File: src/rtl/core/oht_pkg.sv
// Shared types for the Otsu histogram threshold unit.
// Command and status bundles between controller and datapath; no dependencies.
`default_nettype none
package oht_pkg;

  localparam int BIN_W     = 8;
  localparam int BIN_COUNT = 256;

  // Product that the shared multiplier works on for one bin.
  typedef enum logic [2:0] {
    OP_A   = 3'd0,  // wF * sumB
    OP_B   = 3'd1,  // wB * sumF
    OP_DEN = 3'd2,  // wB * wF
    OP_NUM = 3'd3,  // d * d
    OP_LHS = 3'd4,  // num * best_den
    OP_RHS = 3'd5   // best_num * den
  } op_t;

  typedef struct packed {
    logic pix_acc;    // pixel request taken this cycle
    logic scan_init;  // reset scan accumulators
    logic scan_rd;    // read bin at scan index
    logic scan_acc;   // fold bin count into wB / sumB
    logic adv;        // next bin
    logic mul_go;     // start multiply for op
    logic mul_take;   // store product for op
    op_t  op;
    logic cmp;        // compare candidate with best
    logic clr;        // drop histogram and totals
  } cmd_t;

  typedef struct packed {
    logic wb_zero;
    logic wf_zero;
    logic last_bin;
    logic mul_idle;
  } sts_t;

endpackage
`default_nettype wire

File: src/rtl/core/oht_ctrl.sv
// Controller: pixel intake, per-bin scan sequence, result handoff.
// Uses oht_pkg.
`default_nettype none
module oht_ctrl
  import oht_pkg::*;
(
  input  wire logic clk,
  input  wire logic rst_n,
  input  wire logic in_valid,
  input  wire logic in_frame_last,
  output logic      in_ready,
  output logic      out_valid,
  input  wire logic out_ready,
  input  wire sts_t sts,
  output cmd_t      cmd
);

  typedef enum logic [8:0] {
    S_IDLE  = 9'b000000001,
    S_DRAIN = 9'b000000010,
    S_RD    = 9'b000000100,
    S_ACC   = 9'b000001000,
    S_CHK   = 9'b000010000,
    S_GO    = 9'b000100000,
    S_WAIT  = 9'b001000000,
    S_CMP   = 9'b010000000,
    S_OUT   = 9'b100000000
  } state_t;

  state_t state_r, state_nxt;
  op_t    op_r, op_nxt;

  assign in_ready  = (state_r == S_IDLE);
  assign out_valid = (state_r == S_OUT);

  always_comb begin
    state_nxt = state_r;
    op_nxt    = op_r;
    cmd       = '0;
    cmd.op    = op_r;
    unique case (state_r)
      S_IDLE: begin
        cmd.pix_acc = in_valid;
        if (in_valid && in_frame_last) begin
          state_nxt = S_DRAIN;
        end
      end
      S_DRAIN: begin
        cmd.scan_init = 1'b1;
        state_nxt     = S_RD;
      end
      S_RD: begin
        cmd.scan_rd = 1'b1;
        state_nxt   = S_ACC;
      end
      S_ACC: begin
        cmd.scan_acc = 1'b1;
        state_nxt    = S_CHK;
      end
      S_CHK: begin
        priority if (sts.wb_zero) begin
          if (sts.last_bin) begin
            state_nxt = S_OUT;
          end else begin
            cmd.adv   = 1'b1;
            state_nxt = S_RD;
          end
        end else if (sts.wf_zero) begin
          state_nxt = S_OUT;
        end else begin
          op_nxt    = OP_A;
          state_nxt = S_GO;
        end
      end
      S_GO: begin
        cmd.mul_go = 1'b1;
        state_nxt  = S_WAIT;
      end
      S_WAIT: begin
        if (sts.mul_idle) begin
          cmd.mul_take = 1'b1;
          unique case (op_r)
            OP_A:    begin op_nxt = OP_B;   state_nxt = S_GO;  end
            OP_B:    begin op_nxt = OP_DEN; state_nxt = S_GO;  end
            OP_DEN:  begin op_nxt = OP_NUM; state_nxt = S_GO;  end
            OP_NUM:  begin op_nxt = OP_LHS; state_nxt = S_GO;  end
            OP_LHS:  begin op_nxt = OP_RHS; state_nxt = S_GO;  end
            default: state_nxt = S_CMP;
          endcase
        end
      end
      S_CMP: begin
        cmd.cmp = 1'b1;
        if (sts.last_bin) begin
          state_nxt = S_OUT;
        end else begin
          cmd.adv   = 1'b1;
          state_nxt = S_RD;
        end
      end
      S_OUT: begin
        if (out_ready) begin
          cmd.clr   = 1'b1;
          state_nxt = S_IDLE;
        end
      end
      default: state_nxt = S_IDLE;
    endcase
  end

  always_ff @(posedge clk) begin
    if (!rst_n) begin
      state_r <= S_IDLE;
      op_r    <= OP_A;
    end else begin
      state_r <= state_nxt;
      op_r    <= op_nxt;
    end
  end

endmodule
`default_nettype wire

File: config.mk
export PLATFORM = sky130hd
export DESIGN_NAME = oht_ctrl
export DESIGN_NICKNAME = d
export VERILOG_FILES = /design/src/rtl/core/oht_pkg.sv /design/src/rtl/core/oht_ctrl.sv
export SDC_FILE = /design/constraint.sdc
export NUM_CORES = 1
export LEC_CHECK = 0
export ABC_AREA = 1
export BUFFER_PORTS_ARGS = -buffer_cell sky130_fd_sc_hd__buf_2
export CORE_UTILIZATION = 40
export DETAILED_ROUTE_END_ITERATION = 7
export REMOVE_ABC_BUFFERS = 1
export SLEW_MARGIN = 40
export SYNTH_ARGS = -nofsm -noshare
export SYNTH_HDL_FRONTEND = slang
export SYNTH_SLANG_ARGS = --single-unit
File: constraint.sdc
create_clock -name clk -period 1.8 [get_ports clk]
set_input_delay 0.36 -clock clk [delete_from_list [all_inputs] [get_ports clk]]
set_output_delay 0.36 -clock clk [all_outputs]
set_load 0.01 [all_outputs]
======== After elaboration in Yosys (flattened, before gate mapping) ========
Cells that the tools add are included.
storage, ports and cells
  register bits ........................... 12
  input port bits ......................... 9
  output and inout port bits .............. 14
  logic and storage cells ................. 53
cells by class
  equal/unequal tests ..................... 19
  multiplexer cells ....................... 26
  reduce and logical (&&, ||, !) cells .... 6
operator list
  kind                                                    number
  case mux 9 bit (9 select lines)                         1
  2-to-1 mux 9 bit                                        6
  case mux 3 bit (5 select lines)                         1
  2-to-1 mux 1 bit                                        12
  == test 9 x 1 -> 1 bit (second input constant)          1
  == test 9 x 2 -> 1 bit (second input constant)          1
  == test 9 x 3 -> 1 bit (second input constant)          1
  == test 9 x 4 -> 1 bit (second input constant)          1
  == test 9 x 5 -> 1 bit (second input constant)          1
  == test 9 x 6 -> 1 bit (second input constant)          1
  == test 9 x 7 -> 1 bit (second input constant)          1
  == test 9 x 8 -> 1 bit (second input constant)          1
  == test 9 bit (second input constant)                   1
  2-to-1 mux 3 bit                                        3
  2-to-1 mux 8 bit                                        1
  == test 3 x 2 -> 1 bit (second input constant)          2
  inequality test 2 bit (second input constant)           3
  inequality test 6 bit (second input constant)           1
  case mux 3 bit (2 select lines)                         1
  AND reduction 5 bit                                     1
  OR reduction 5 bit                                      1
  inequality test 2 x 1 -> 1 bit (second input constant)  2
  == test 3 x 1 -> 1 bit (second input constant)          1
  == test 3 bit (second input constant)                   1
  5 further kinds                                         5

======== Longest topological paths before layout ========
  depth after elaboration ................. 5
  depth in mapped cells ................... 9
  gate-level depth less buffers ........... 9

======== Least setup slack after synthesis ========
Ideal clock, no wire load.
  kind .................................... register to output
  start point ............................. register state_r[0]
  end point ............................... output port cmd[7] in the netlist's numbering
  arrival ................................. 983 ps
  required time ........................... 1440 ps
  path slack .............................. 457 ps
  stages on the path, launching flop included .. 6
  path buffers ............................ 0
  cells stage by stage .................... dfxtp_1 -> nor2_4 -> nand3_2 -> inv_2 -> nand3_1 -> a21oi_2
RTL lines
  element                 RTL line         source
  start, declared         oht_ctrl.sv:30   state_t state_r, state_nxt;
  start signal, assigned  oht_ctrl.sv:116  state_r <= state_nxt;
  end, declared           oht_ctrl.sv:15   output cmd_t cmd

==> metrics <==
outcome completed; WL final 2360 microns; Port Buf Inserts 22; sequential share of power 27.1%; warnings from Yosys 0; register area share after synthesis 26.4%; Final Hold Viols 0; Comb pwr share 55.4%; worst-path fanout max 5; met2 wire length 1120 microns; number of inserted diodes 0; initial antenna violation count 0; Finished Layout Cells 215; worst skew pair latency 0.28 ns; Residual DRC 0; highest metal used met4; data arrival time at the worst-slack endpoint 1.39 ns; Setup crit end kind primary output; Hold Buf Count CTS 0; Clock Pin Slew Worst Setup and Hold Paths 0.08 ns; Slew headroom 77.9%; vias in the first global route 943; Max VDD drop 0.642 mV; Initial Util 44.5%; Crit Path Class reg -> out; HP Class in -> reg; via count 1,053; initial DRC count 23; CTS max path bufs 2; Inserted Clock Buffers 3; LEAKAGE 0.000620 uW; Final GP Congestion 0.862; Avg Inst Size Synth 5.76 sq um; wire per inst 11.0 microns; die height 49.7 microns; sw frac 47.0%; Max Cap Violations 0; minimum clock period 1.75 ns; IO Count 23; All-Layer GR Usage 20.5%; Synth area leader dfxtp_1; final setup vio count 0; setup ws final 0.0515 ns; first-pass GRT wire length 3920 microns; row count 16; nets 198; mapped cell area 910 sq um; Clock Power Share 17.5%; pre-CTS WS 0.259 ns; max-slew violation count 0; NetSw 604 uW; crit start category flip-flop; P_int 680 uW; Yosys reg bits 12; area of the core 2040 sq um; Antenna Nets Post-Route 0; Fin Setup TNS 0 ns; Post-synth top flop dfxtp_1; die width 49.7 microns; unrepaired setup endpoints after global routing true; vias per cell 4.90; H-tree lvl count 1; Mapped Cells 158; Pwr per Cell Area 1100 nW/um^2; Post-synth EDFFs 0; final cycle utilization of the critical path 97.1%; post-synth cell types 17; Critical Path RT 1.44 ns; Post-DP HPWL 1850 microns; first-pass detailed-route iteration total 4; # clock sinks 12; metal3 WL 88 microns; top-count cell post-synth nor2_1; fin util 57.1%; Area growth, synth to finish 28.2%; top cells by count, synth nor2_1 (33), nand2_1 (32), inv_1 (28); FMAX 0.572 GHz; share of layout cells above drive strength 1 30.9%; grt ovf 0; die area 2470 sq um; Post-synth ARST share 0%; top cell type's share of synthesized area 26.4%; Placed Cells 207; CTS tree yes; Worst-Margin Slew 0.329 ns; main area contributors after synthesis dfxtp_1 (26%), nor2_1 (14%), nand2_1 (13%); skew final 0.000967 ns; largest net degree at the start of global routing 9; cell chosen for the clock root clkbuf_4; total power 1280 uW; met1 WL 1130 microns
## cells in the final DEF, fill, tap and decap left out, types with 2 or more instances in the layout
master and n:
a21oi_1 6, buf_2 22, buf_4 4, clkbuf_4 3
dfxtp_1 7, dfxtp_2 4, inv_1 26, inv_2 2
inv_4 2, nand2_1 31, nand2_2 4, nand3_1 16
nand3_2 4, nand4_1 4, nor2_1 30, nor2_2 4
nor2_4 5, nor3_1 4, o21ai_0 4
## final timing paths
check                                   to  depth (start not counted)       start  slack (ns)
worst max register to register  state_r[6]                          9  state_r[2]        0.42
worst max-delay path                cmd[7]                          6  state_r[2]        0.05
worst min-delay path            state_r[0]                          2       rst_n        0.33
worst min register to register     op_r[1]                          2     op_r[1]        0.50
## metrics by stage
step | instance area [sq um] | hold slack [ns]
6_report | 1170 | 0.328
5_1_grt | 1170 | 0.326
4_1_cts | 1110 | 0.327
3_5_place_dp | 1050 | 0.494
3_3_place_gp | 1050 | 0.496
2_1_floorplan | 910 | 0.444
## sequential cells by signal (all words and copies together) (netlist names)
register	cells
state_r	9
op_r	3
## cell type report
class                           count  area [sq um]
Timing Repair Buffer               26           140
Multi-Input combinational cell    116           589
Tap cell                           27          33.8
Clock buffer                        4          36.3
Inverter                           30           118
Fill cell                         237           876
Sequential cell                    12           249
## routing by layer
| layer | vias up | global-route usage [%] |
|---|---|---|
| li1 | 554 | - |
| met1 | 467 | 27.2 |
| met2 | 28 | 33.6 |
| met3 | 4 | 3.09 |
| met4 | 0 | 6.67 |
| met5 | - | 0 |
## logic make-up after synthesis
family / Yosys count / share of synthesized area [%]
compound gates: 13 / 7.84
simple gates: 103 / 53.4
buf+inv: 30 / 12.4
flops: 12 / 26.4
## power groups by stage
stage	sequential, uW	clock [uW]	combinational (uW)
4_1_cts	339	231	658
3_5_place_dp	346	0	632
6_report	348	225	711
2_1_floorplan	341	0	485
3_3_place_gp	344	0	640
5_1_grt	351	239	793
## critical path: stages (launching register included)
cell and delay, ns:
dfxtp_4 0.37, nor2_4 0.16, nand3_4 0.12, inv_4 0.09
nand3_2 0.06, a21oi_2 0.15, buf_2 0.14
## what timing repair did
action,CTS,global route
pin swaps,2,4
setup buffers,2,2
setup endpoints to repair,1,5
gates resized for setup,1,17
(Power assumes the default switching activity.)
